[src/sv/olpe_pkg.sv]
// ---------------------------------------------------------------------------
// olpe_pkg: shared definitions for the ordered list positional engine
// Field widths, operation and status codes, and the command and status
// bundles that pass between the controller and the datapath.
// ---------------------------------------------------------------------------
package olpe_pkg;

    // Default list capacity.
    localparam int DEPTH_DEFAULT = 64;

    // Fixed field widths of a request and a result.
    localparam int FUNC_W   = 3;
    localparam int POS_W    = 7;
    localparam int VAL_W    = 32;
    localparam int STATUS_W = 2;
    localparam int LEN_W    = 7;

    // Operation codes carried in func.
    localparam logic [FUNC_W-1:0] FUNC_INSERT = 3'd0;
    localparam logic [FUNC_W-1:0] FUNC_DELETE = 3'd1;
    localparam logic [FUNC_W-1:0] FUNC_GET    = 3'd2;
    localparam logic [FUNC_W-1:0] FUNC_FIND   = 3'd3;
    localparam logic [FUNC_W-1:0] FUNC_CLEAR  = 3'd4;

    // Result status codes.
    localparam logic [STATUS_W-1:0] ST_OK       = 2'd0;
    localparam logic [STATUS_W-1:0] ST_BADPOS   = 2'd1;
    localparam logic [STATUS_W-1:0] ST_FULL     = 2'd2;
    localparam logic [STATUS_W-1:0] ST_NOTFOUND = 2'd3;

    // Update applied to the entry pointer.
    typedef enum logic [2:0] {
        IDX_HOLD  = 3'd0,
        IDX_COUNT = 3'd1,
        IDX_POS   = 3'd2,
        IDX_ZERO  = 3'd3,
        IDX_INC   = 3'd4,
        IDX_DEC   = 3'd5
    } olpe_idx_op_t;

    // Read address relative to the entry pointer.
    typedef enum logic [1:0] {
        RD_AT    = 2'd0,
        RD_BELOW = 2'd1,
        RD_ABOVE = 2'd2
    } olpe_rd_sel_t;

    // Commands from the controller to the datapath.
    typedef struct packed {
        logic                  load_req;
        olpe_idx_op_t          idx_op;
        logic                  rd_en;
        olpe_rd_sel_t          rd_sel;
        logic                  wr_en;
        logic                  wr_value;
        logic                  save_data;
        logic                  set_status;
        logic [STATUS_W-1:0]   status_code;
        logic                  set_found;
        logic                  count_inc;
        logic                  count_dec;
        logic                  count_clr;
        logic                  out_load;
    } olpe_cmd_t;

    // Status from the datapath to the controller.
    typedef struct packed {
        logic [FUNC_W-1:0] op;
        logic              ins_pos_ok;
        logic              rd_pos_ok;
        logic              full;
        logic              ins_more;
        logic              del_more;
        logic              find_more;
        logic              match;
    } olpe_stat_t;

endpackage

[src/sv/olpe_datapath.sv]
// ---------------------------------------------------------------------------
// olpe_datapath: entry memory, request registers and result registers
// Holds the list entries in a single-port-read, single-port-write memory,
// moves one entry per command pair and reports compare flags to the control.
// ---------------------------------------------------------------------------
module olpe_datapath #(
    parameter int DEPTH = olpe_pkg::DEPTH_DEFAULT
) (
    input  logic                                  clk,
    input  logic                                  rst_n,
    input  logic [olpe_pkg::FUNC_W-1:0]           func,
    input  logic [olpe_pkg::POS_W-1:0]            position,
    input  logic signed [olpe_pkg::VAL_W-1:0]     value,
    input  olpe_pkg::olpe_cmd_t                   cmd,
    output olpe_pkg::olpe_stat_t                  stat,
    output logic [olpe_pkg::STATUS_W-1:0]         status,
    output logic signed [olpe_pkg::VAL_W-1:0]     data_out,
    output logic [olpe_pkg::POS_W-1:0]            found_position,
    output logic [olpe_pkg::LEN_W-1:0]            length
);
    import olpe_pkg::*;

    localparam int AW   = $clog2(DEPTH);
    localparam int CW   = $clog2(DEPTH + 1);
    localparam int CMPW = ((CW > POS_W) ? CW : POS_W) + 1;

    // Entry storage.
    logic [VAL_W-1:0]           entries_mem [DEPTH];
    logic [VAL_W-1:0]           rd_data_reg;

    // Request registers.
    logic [FUNC_W-1:0]          func_reg;
    logic [POS_W-1:0]           pos_reg;
    logic [VAL_W-1:0]           val_reg;

    // Control registers.
    logic [CW-1:0]              count_reg;
    logic [CW-1:0]              count_next;
    logic [CW-1:0]              idx_reg;
    logic [CW-1:0]              idx_next;

    // Working result and output registers.
    logic [STATUS_W-1:0]        res_status_reg;
    logic [VAL_W-1:0]           res_data_reg;
    logic [POS_W-1:0]           res_fpos_reg;
    logic [STATUS_W-1:0]        status_reg;
    logic [VAL_W-1:0]           data_out_reg;
    logic [POS_W-1:0]           fpos_reg;
    logic [LEN_W-1:0]           length_reg;

    logic [CW-1:0]              idx_dn;
    logic [CW-1:0]              idx_up;
    logic [AW-1:0]              rd_addr;
    logic [AW-1:0]              wr_addr;
    logic [VAL_W-1:0]           wr_data;
    logic [CMPW-1:0]            pos_w;
    logic [CMPW-1:0]            cnt_w;
    logic [CMPW-1:0]            idx_w;

    // Neighbor addresses of the entry pointer.
    assign idx_dn  = idx_reg - CW'(1);
    assign idx_up  = idx_reg + CW'(1);
    assign wr_addr = idx_reg[AW-1:0];
    assign wr_data = cmd.wr_value ? val_reg : rd_data_reg;

    // Read address select.
    always_comb
    begin
        case (cmd.rd_sel)
            RD_BELOW: rd_addr = idx_dn[AW-1:0];
            RD_ABOVE: rd_addr = idx_up[AW-1:0];
            default:  rd_addr = idx_reg[AW-1:0];
        endcase
    end

    // Entry memory with registered read data.
    always_ff @(posedge clk)
    begin
        if (cmd.wr_en)
        begin
            entries_mem[wr_addr] <= wr_data;
        end
        if (cmd.rd_en)
        begin
            rd_data_reg <= entries_mem[rd_addr];
        end
    end

    // Request capture on an input transfer.
    always_ff @(posedge clk)
    begin
        if (cmd.load_req)
        begin
            func_reg <= func;
            pos_reg  <= position;
            val_reg  <= value;
        end
    end

    // Length and entry pointer updates.
    always_comb
    begin
        count_next = count_reg;
        if (cmd.count_clr)
        begin
            count_next = '0;
        end
        else if (cmd.count_inc)
        begin
            count_next = count_reg + CW'(1);
        end
        else if (cmd.count_dec)
        begin
            count_next = count_reg - CW'(1);
        end
    end

    always_comb
    begin
        case (cmd.idx_op)
            IDX_COUNT: idx_next = count_reg;
            IDX_POS:   idx_next = CW'(pos_w - CMPW'(1));
            IDX_ZERO:  idx_next = '0;
            IDX_INC:   idx_next = idx_up;
            IDX_DEC:   idx_next = idx_dn;
            default:   idx_next = idx_reg;
        endcase
    end

    always_ff @(posedge clk or negedge rst_n)
    begin
        if (!rst_n)
        begin
            count_reg <= '0;
            idx_reg   <= '0;
        end
        else
        begin
            count_reg <= count_next;
            idx_reg   <= idx_next;
        end
    end

    // Working result, cleared when a request is taken.
    always_ff @(posedge clk)
    begin
        if (cmd.load_req)
        begin
            res_status_reg <= ST_OK;
            res_data_reg   <= '0;
            res_fpos_reg   <= '0;
        end
        else
        begin
            if (cmd.set_status)
            begin
                res_status_reg <= cmd.status_code;
            end
            if (cmd.save_data)
            begin
                res_data_reg <= rd_data_reg;
            end
            if (cmd.set_found)
            begin
                res_fpos_reg <= POS_W'(idx_up);
            end
        end
    end

    // Output register, loaded when the result is handed over.
    always_ff @(posedge clk)
    begin
        if (cmd.out_load)
        begin
            status_reg   <= res_status_reg;
            data_out_reg <= res_data_reg;
            fpos_reg     <= res_fpos_reg;
            length_reg   <= LEN_W'(count_reg);
        end
    end

    assign status         = status_reg;
    assign data_out       = data_out_reg;
    assign found_position = fpos_reg;
    assign length         = length_reg;

    // Compare flags for the controller.
    assign pos_w = CMPW'(pos_reg);
    assign cnt_w = CMPW'(count_reg);
    assign idx_w = CMPW'(idx_reg);

    assign stat.op         = func_reg;
    assign stat.ins_pos_ok = (pos_reg != '0) && (pos_w <= cnt_w + CMPW'(1));
    assign stat.rd_pos_ok  = (pos_reg != '0) && (pos_w <= cnt_w);
    assign stat.full       = (cnt_w == CMPW'(DEPTH));
    assign stat.ins_more   = (idx_w >= pos_w);
    assign stat.del_more   = (idx_w + CMPW'(1) < cnt_w);
    assign stat.find_more  = (idx_w < cnt_w);
    assign stat.match      = (rd_data_reg == val_reg);

endmodule

[src/sv/olpe_control.sv]
// ---------------------------------------------------------------------------
// olpe_control: sequencer of the ordered list positional engine
// Accepts one request at a time, steps the datapath through the shift,
// read and search loops, and owns the output valid flag.
// ---------------------------------------------------------------------------
module olpe_control (
    input  logic                  clk,
    input  logic                  rst_n,
    input  logic                  in_valid,
    output logic                  in_stall,
    output logic                  out_valid,
    input  logic                  out_stall,
    input  olpe_pkg::olpe_stat_t  stat,
    output olpe_pkg::olpe_cmd_t   cmd
);
    import olpe_pkg::*;

    typedef enum logic [15:0] {
        S_IDLE       = 16'b0000_0000_0000_0001,
        S_DECODE     = 16'b0000_0000_0000_0010,
        S_INS_CHK    = 16'b0000_0000_0000_0100,
        S_INS_RD     = 16'b0000_0000_0000_1000,
        S_INS_WR     = 16'b0000_0000_0001_0000,
        S_INS_PUT    = 16'b0000_0000_0010_0000,
        S_ENTRY_RD   = 16'b0000_0000_0100_0000,
        S_ENTRY_SAVE = 16'b0000_0000_1000_0000,
        S_DEL_CHK    = 16'b0000_0001_0000_0000,
        S_DEL_RD     = 16'b0000_0010_0000_0000,
        S_DEL_WR     = 16'b0000_0100_0000_0000,
        S_DEL_END    = 16'b0000_1000_0000_0000,
        S_FIND_CHK   = 16'b0001_0000_0000_0000,
        S_FIND_RD    = 16'b0010_0000_0000_0000,
        S_FIND_CMP   = 16'b0100_0000_0000_0000,
        S_FINISH     = 16'b1000_0000_0000_0000
    } olpe_state_t;

    olpe_state_t state_reg;
    olpe_state_t state_next;
    logic        out_valid_reg;
    logic        out_valid_next;

    // New requests are taken only between operations.
    assign in_stall  = (state_reg != S_IDLE);
    assign out_valid = out_valid_reg;

    // Next state and command decode.
    always_comb
    begin
        state_next      = state_reg;
        cmd             = '0;
        cmd.idx_op      = IDX_HOLD;
        cmd.rd_sel      = RD_AT;
        cmd.status_code = ST_OK;

        unique case (state_reg)
            S_IDLE:
            begin
                if (in_valid)
                begin
                    cmd.load_req = 1'b1;
                    state_next   = S_DECODE;
                end
            end

            S_DECODE:
            begin
                unique case (stat.op) inside
                    FUNC_INSERT:
                    begin
                        if (!stat.ins_pos_ok)
                        begin
                            cmd.set_status  = 1'b1;
                            cmd.status_code = ST_BADPOS;
                            state_next      = S_FINISH;
                        end
                        else if (stat.full)
                        begin
                            cmd.set_status  = 1'b1;
                            cmd.status_code = ST_FULL;
                            state_next      = S_FINISH;
                        end
                        else
                        begin
                            cmd.idx_op = IDX_COUNT;
                            state_next = S_INS_CHK;
                        end
                    end
                    FUNC_DELETE, FUNC_GET:
                    begin
                        if (!stat.rd_pos_ok)
                        begin
                            cmd.set_status  = 1'b1;
                            cmd.status_code = ST_BADPOS;
                            state_next      = S_FINISH;
                        end
                        else
                        begin
                            cmd.idx_op = IDX_POS;
                            state_next = S_ENTRY_RD;
                        end
                    end
                    FUNC_FIND:
                    begin
                        cmd.idx_op = IDX_ZERO;
                        state_next = S_FIND_CHK;
                    end
                    FUNC_CLEAR:
                    begin
                        cmd.count_clr = 1'b1;
                        state_next    = S_FINISH;
                    end
                    default:
                    begin
                        state_next = S_FINISH;
                    end
                endcase
            end

            // Insert: move entries back from the tail down to the position.
            S_INS_CHK:
            begin
                state_next = stat.ins_more ? S_INS_RD : S_INS_PUT;
            end

            S_INS_RD:
            begin
                cmd.rd_en  = 1'b1;
                cmd.rd_sel = RD_BELOW;
                state_next = S_INS_WR;
            end

            S_INS_WR:
            begin
                cmd.wr_en  = 1'b1;
                cmd.idx_op = IDX_DEC;
                state_next = S_INS_CHK;
            end

            S_INS_PUT:
            begin
                cmd.wr_en     = 1'b1;
                cmd.wr_value  = 1'b1;
                cmd.count_inc = 1'b1;
                state_next    = S_FINISH;
            end

            // Get and delete: read the addressed entry.
            S_ENTRY_RD:
            begin
                cmd.rd_en  = 1'b1;
                cmd.rd_sel = RD_AT;
                state_next = S_ENTRY_SAVE;
            end

            S_ENTRY_SAVE:
            begin
                cmd.save_data = 1'b1;
                state_next    = (stat.op == FUNC_DELETE) ? S_DEL_CHK : S_FINISH;
            end

            // Delete: move later entries forward by one.
            S_DEL_CHK:
            begin
                state_next = stat.del_more ? S_DEL_RD : S_DEL_END;
            end

            S_DEL_RD:
            begin
                cmd.rd_en  = 1'b1;
                cmd.rd_sel = RD_ABOVE;
                state_next = S_DEL_WR;
            end

            S_DEL_WR:
            begin
                cmd.wr_en  = 1'b1;
                cmd.idx_op = IDX_INC;
                state_next = S_DEL_CHK;
            end

            S_DEL_END:
            begin
                cmd.count_dec = 1'b1;
                state_next    = S_FINISH;
            end

            // Find: scan from the head until a match or the tail.
            S_FIND_CHK:
            begin
                if (stat.find_more)
                begin
                    state_next = S_FIND_RD;
                end
                else
                begin
                    cmd.set_status  = 1'b1;
                    cmd.status_code = ST_NOTFOUND;
                    state_next      = S_FINISH;
                end
            end

            S_FIND_RD:
            begin
                cmd.rd_en  = 1'b1;
                cmd.rd_sel = RD_AT;
                state_next = S_FIND_CMP;
            end

            S_FIND_CMP:
            begin
                if (stat.match)
                begin
                    cmd.set_found = 1'b1;
                    state_next    = S_FINISH;
                end
                else
                begin
                    cmd.idx_op = IDX_INC;
                    state_next = S_FIND_CHK;
                end
            end

            // Hand the result to the output register once it is free.
            S_FINISH:
            begin
                if (!out_valid_reg || !out_stall)
                begin
                    cmd.out_load = 1'b1;
                    state_next   = S_IDLE;
                end
            end

            default:
            begin
                state_next = S_IDLE;
            end
        endcase
    end

    // Output valid: set on a load, cleared by an output transfer.
    always_comb
    begin
        out_valid_next = out_valid_reg;
        if (cmd.out_load)
        begin
            out_valid_next = 1'b1;
        end
        else if (!out_stall)
        begin
            out_valid_next = 1'b0;
        end
    end

    always_ff @(posedge clk or negedge rst_n)
    begin
        if (!rst_n)
        begin
            state_reg     <= S_IDLE;
            out_valid_reg <= 1'b0;
        end
        else
        begin
            state_reg     <= state_next;
            out_valid_reg <= out_valid_next;
        end
    end

endmodule

[src/sv/ordered_list_positional_engine.sv]
// Throughput: one request at a time; the next can be taken in the cycle after the
// result is loaded. The pace is set by the entry memory, which moves or compares
// one entry per check, read and write (or compare) state sequence.
// Reset: asynchronous, clears length and control; entries are not cleared.
// ---------------------------------------------------------------------------
// ordered_list_positional_engine: top level
// Bounded ordered list of signed words addressed by 1-based position, with
// insert, delete, get, find and clear requests and one result per request.
// ---------------------------------------------------------------------------
module ordered_list_positional_engine #(
    parameter int DEPTH = olpe_pkg::DEPTH_DEFAULT
) (
    input  logic                                  clk,
    input  logic                                  rst_n,
    input  logic                                  in_valid,
    output logic                                  in_stall,
    input  logic [olpe_pkg::FUNC_W-1:0]           func,
    input  logic [olpe_pkg::POS_W-1:0]            position,
    input  logic signed [olpe_pkg::VAL_W-1:0]     value,
    output logic                                  out_valid,
    input  logic                                  out_stall,
    output logic [olpe_pkg::STATUS_W-1:0]         status,
    output logic signed [olpe_pkg::VAL_W-1:0]     data_out,
    output logic [olpe_pkg::POS_W-1:0]            found_position,
    output logic [olpe_pkg::LEN_W-1:0]            length
);
    import olpe_pkg::*;

    olpe_cmd_t  cmd;
    olpe_stat_t stat;

    // Sequencer.
    olpe_control u_control (
        .clk       (clk),
        .rst_n     (rst_n),
        .in_valid  (in_valid),
        .in_stall  (in_stall),
        .out_valid (out_valid),
        .out_stall (out_stall),
        .stat      (stat),
        .cmd       (cmd)
    );

    // Entry storage and result path.
    olpe_datapath #(
        .DEPTH (DEPTH)
    ) u_datapath (
        .clk            (clk),
        .rst_n          (rst_n),
        .func           (func),
        .position       (position),
        .value          (value),
        .cmd            (cmd),
        .stat           (stat),
        .status         (status),
        .data_out       (data_out),
        .found_position (found_position),
        .length         (length)
    );

endmodule

[config.mk]
export PLATFORM = sky130hd
export DESIGN_NAME = ordered_list_positional_engine
export DESIGN_NICKNAME = d
export VERILOG_FILES = /design/src/sv/olpe_pkg.sv /design/src/sv/olpe_datapath.sv /design/src/sv/olpe_control.sv /design/src/sv/ordered_list_positional_engine.sv
export SDC_FILE = /design/constraint.sdc
export NUM_CORES = 2
export LEC_CHECK = 0
export BUFFER_PORTS_ARGS = -buffer_cell sky130_fd_sc_hd__buf_2
export CORE_UTILIZATION = 37
export CTS_CLUSTER_DIAMETER = 30
export DETAILED_ROUTE_END_ITERATION = 12
export HOLD_SLACK_MARGIN = 0.06
export SLEW_MARGIN = 20
export SYNTH_ARGS = -nofsm -noshare
export SYNTH_HDL_FRONTEND = slang
export SYNTH_SLANG_ARGS = --single-unit
[constraint.sdc]
create_clock -name clk -period 11.6 [get_ports clk]
set_clock_uncertainty 0.2 [all_clocks]
set_input_delay 2.32 -clock clk [delete_from_list [all_inputs] [get_ports clk]]
set_output_delay 2.32 -clock clk [all_outputs]
set_load 0.02 [all_outputs]
==> flow_metrics.py <==
metrics = {
    "status": {
        "outcome": "finished clean",
    },
    "floorplanning": {
        "core_area_um2": 235000,
        "dieArea_um2": 239000,
        "start_util_pct": 37.3,
        "die_h_um": 489,
        "std_cell_rows": 178,
        "die_w_um": 489,
        "io_pins": 96,
    },
    "layout": {
        "final_core_util_pct": 45.1,
        "area_growth_syn_to_layout_pct": 21.1,
        "final_nets": 4987,
        "largest_reg_flops": 2048,
        "regMostFlops": "u_datapath.entries_mem",
        "final_cells": 8364,
        "layout_common_cells": "2,170 x edfxtp_1, 480 x mux4_2, 441 x nand2_1",
        "final_common_cell": "edfxtp_1",
        "layout-drive-gt1-share_pct": 29.2,
    },
    "setup_path": {
        "cpLargestDelayFamily": "compound AO/OA/AOI/OAI gates",
        "path_buf_inv": 3,
        "critPathMostFrequentCell": "buf_4",
        "path_cells": "nor4_1 -> nand3_2 -> nor3_1 -> inv_1 -> ha_1 -> o21bai_1 -> o21a_4 -> buf_4 -> buf_4 -> mux4_2 -> a221oi_1 -> o21ai_0 -> nand4_1 -> o21ai_1",
        "end_kind": "flip-flop",
        "cp-start-kind": "flip-flop",
        "crit_path_max_fanout": 34,
        "critPathRequiredTime_ns": 12.05,
        "critPathSlowestCell": "ha_1",
        "crit_arrival_ns": 7.49,
        "critPathKind": "reg2reg",
        "slowest_delay_ns": 0.76,
    },
    "yosys": {
        "yosys-top-cells-area": "edfxtp_1 74%, mux4_2 12%, nand2_1 2.0%",
        "syn_avg_cell_area_um2": 19.6,
        "ys_types": 80,
        "syn_inst": 4472,
        "synthesis.area_um2": 87700,
        "synth-main-ff-cell": "edfxtp_1",
        "async_reset_ff_share_pct": 1.38,
        "ys_seq_area_share_pct": 76.1,
        "syn_nets": 4564,
        "yosys_warnings": 0,
        "yosysTopAreaCell": "edfxtp_1",
        "yosys_register_bits": 2242,
        "synth_edf_count": 2170,
        "synth_top_area_share_pct": 74.3,
    },
    "placed_design": {
        "post-place-ws_ns": 4.45,
        "dpl.cell_count": 7645,
        "detailed_place_hpwl_um": 134000,
        "gp_congestion": 0.807,
        "port_buffers": 95,
    },
    "cts": {
        "cts_buffer_depth": 4,
        "htreeDepth": 5,
        "numCtsBuffers": 398,
        "post_cts_buffers": 0,
        "clk_pin_slew_ns": 0.05,
        "cts_tree": "yes",
        "hold_buffers": 0,
        "cts_root_buffer": "clkbuf_16",
        "cts_resized": 0,
        "clkSinkCount": 2242,
        "clk_latency_ns": 0.97,
    },
    "detailed_routing": {
        "detail_route.first_pass.iterations": 6,
        "viasPerCell": 5.58,
        "num_vias": 46700,
        "drc": 0,
        "ant_nets": 0,
        "routed_wl_um": 248000,
        "wl_per_cell_um": 29.6,
        "drtIter0Drc": 5528,
    },
    "power_and_ir_drop": {
        "power_density_nw_per_um2": 226,
        "ir_worst_vdd_v": 0.000172,
        "p_leak_nw": 34.2,
        "report.power.total_mw": 24.0,
    },
    "timing": {
        "slew_violations": 0,
        "finalHoldViolations": 0,
        "max_slew_margin_pct": 12.4,
        "period_share_pct": 60.7,
        "finalSetupViolations": 0,
        "fmax_mhz": 142,
        "setup_ws_ns": 4.56,
        "layout_min_cycle_time_ns": 7.04,
        "rsz0062_at_grt": "false",
        "setup_tns_ns": 0,
        "tightest_slew_ns": 1.30,
    },
    "global_route": {
        "grt_pass1_wl_um": 348000,
        "grt_pass1_vias": 47100,
        "antenna_found_initial": 16,
        "overflow": 0,
        "grt_use_total_pct": 20.6,
        "grt_max_degree": 115,
    },
    "worst_hold_path": {
        "min_path_type": "reg2reg",
    },
    "flow_run": {
        "maxCapViolCount": 0,
    },
}
## report_power, final
group / internal, mW / switching (mW) / total [mW]
combinational: 1.29 / 2.19 / 3.47
clock: 7.47 / 4.02 / 11.5
sequential: 8.91 / 0.106 / 9.01
## synth_stat cells, types with 38 or more instances
library cell	n
mux4_2	480
buf_4	38
edfxtp_1	2170
nor2_1	150
nand3_1	82
buf_2	107
mux2i_1	121
ha_1	45
xnor2_1	49
nand2_1	474
a21oi_1	125
dfxtp_1	41
clkbuf_1	50
## logic make-up after synthesis
group	after synthesis	share of synthesized area [%]
AND/OR/NAND/NOR	867	4.39
buffers and inverters	258	1.55
flip-flops	2242	76.1
AO/OA/AOI/OAI	399	2.99
multiplexers	603	13.7
XOR/XNOR	57	0.569
adder cells (fa/ha/maj)	46	0.665
## final cells by class
class | count | area, µm²
clock buffer | 445 | 10300
fill | 19700 | 129000
tap | 3150 | 3940
clock inverter | 270 | 2990
multi-input combinational | 1972 | 20300
sequential | 2242 | 66800
inverter | 27 | 101
antenna | 4 | 10.0
timing repair buffer | 254 | 1770
## per-layer routing
metal  global-route usage (%)  share of wire, %  vias to the layer above
met4                     8.25               3.9                        6
met1                     27.1                39                    24600
li1                         -                 -                    19200
met5                        0             0.015                        -
met3                     5.78                10                      402
met2                     32.3                47                     2423
## per-stage QoR
| step | cell area (µm²) | hold WS [ns] |
|---|---|---|
| 2_1_floorplan | 87700 | 0.202 |
| 3_3_place_gp | 92900 | 0.218 |
| 3_5_place_dp | 92900 | 0.218 |
| 4_1_cts | 106000 | 0.232 |
| 5_1_grt | 106000 | 0.237 |
| 6_report | 106000 | 0.229 |
## worst paths after layout
kind | from | end | slack (ns) | depth (start not counted)
worst min-delay path | u_datapath.res_data_reg[29] | u_datapath.data_out[29] | 0.23 | 0
worst max register to register | u_control.state_reg[13] | u_datapath.rd_data_reg[18] | 4.56 | 14
worst max-delay path | u_control.state_reg[13] | u_datapath.rd_data_reg[18] | 4.56 | 14
min in group asynchronous | rst_n | u_datapath.count_reg[2] | 1.26 | 1
worst min register to register | u_datapath.res_data_reg[29] | u_datapath.data_out[29] | 0.23 | 0
max in group asynchronous | rst_n | u_control.state_reg[14] | 9.46 | 1
No activity file was read; power rests on OpenSTA's default activity.
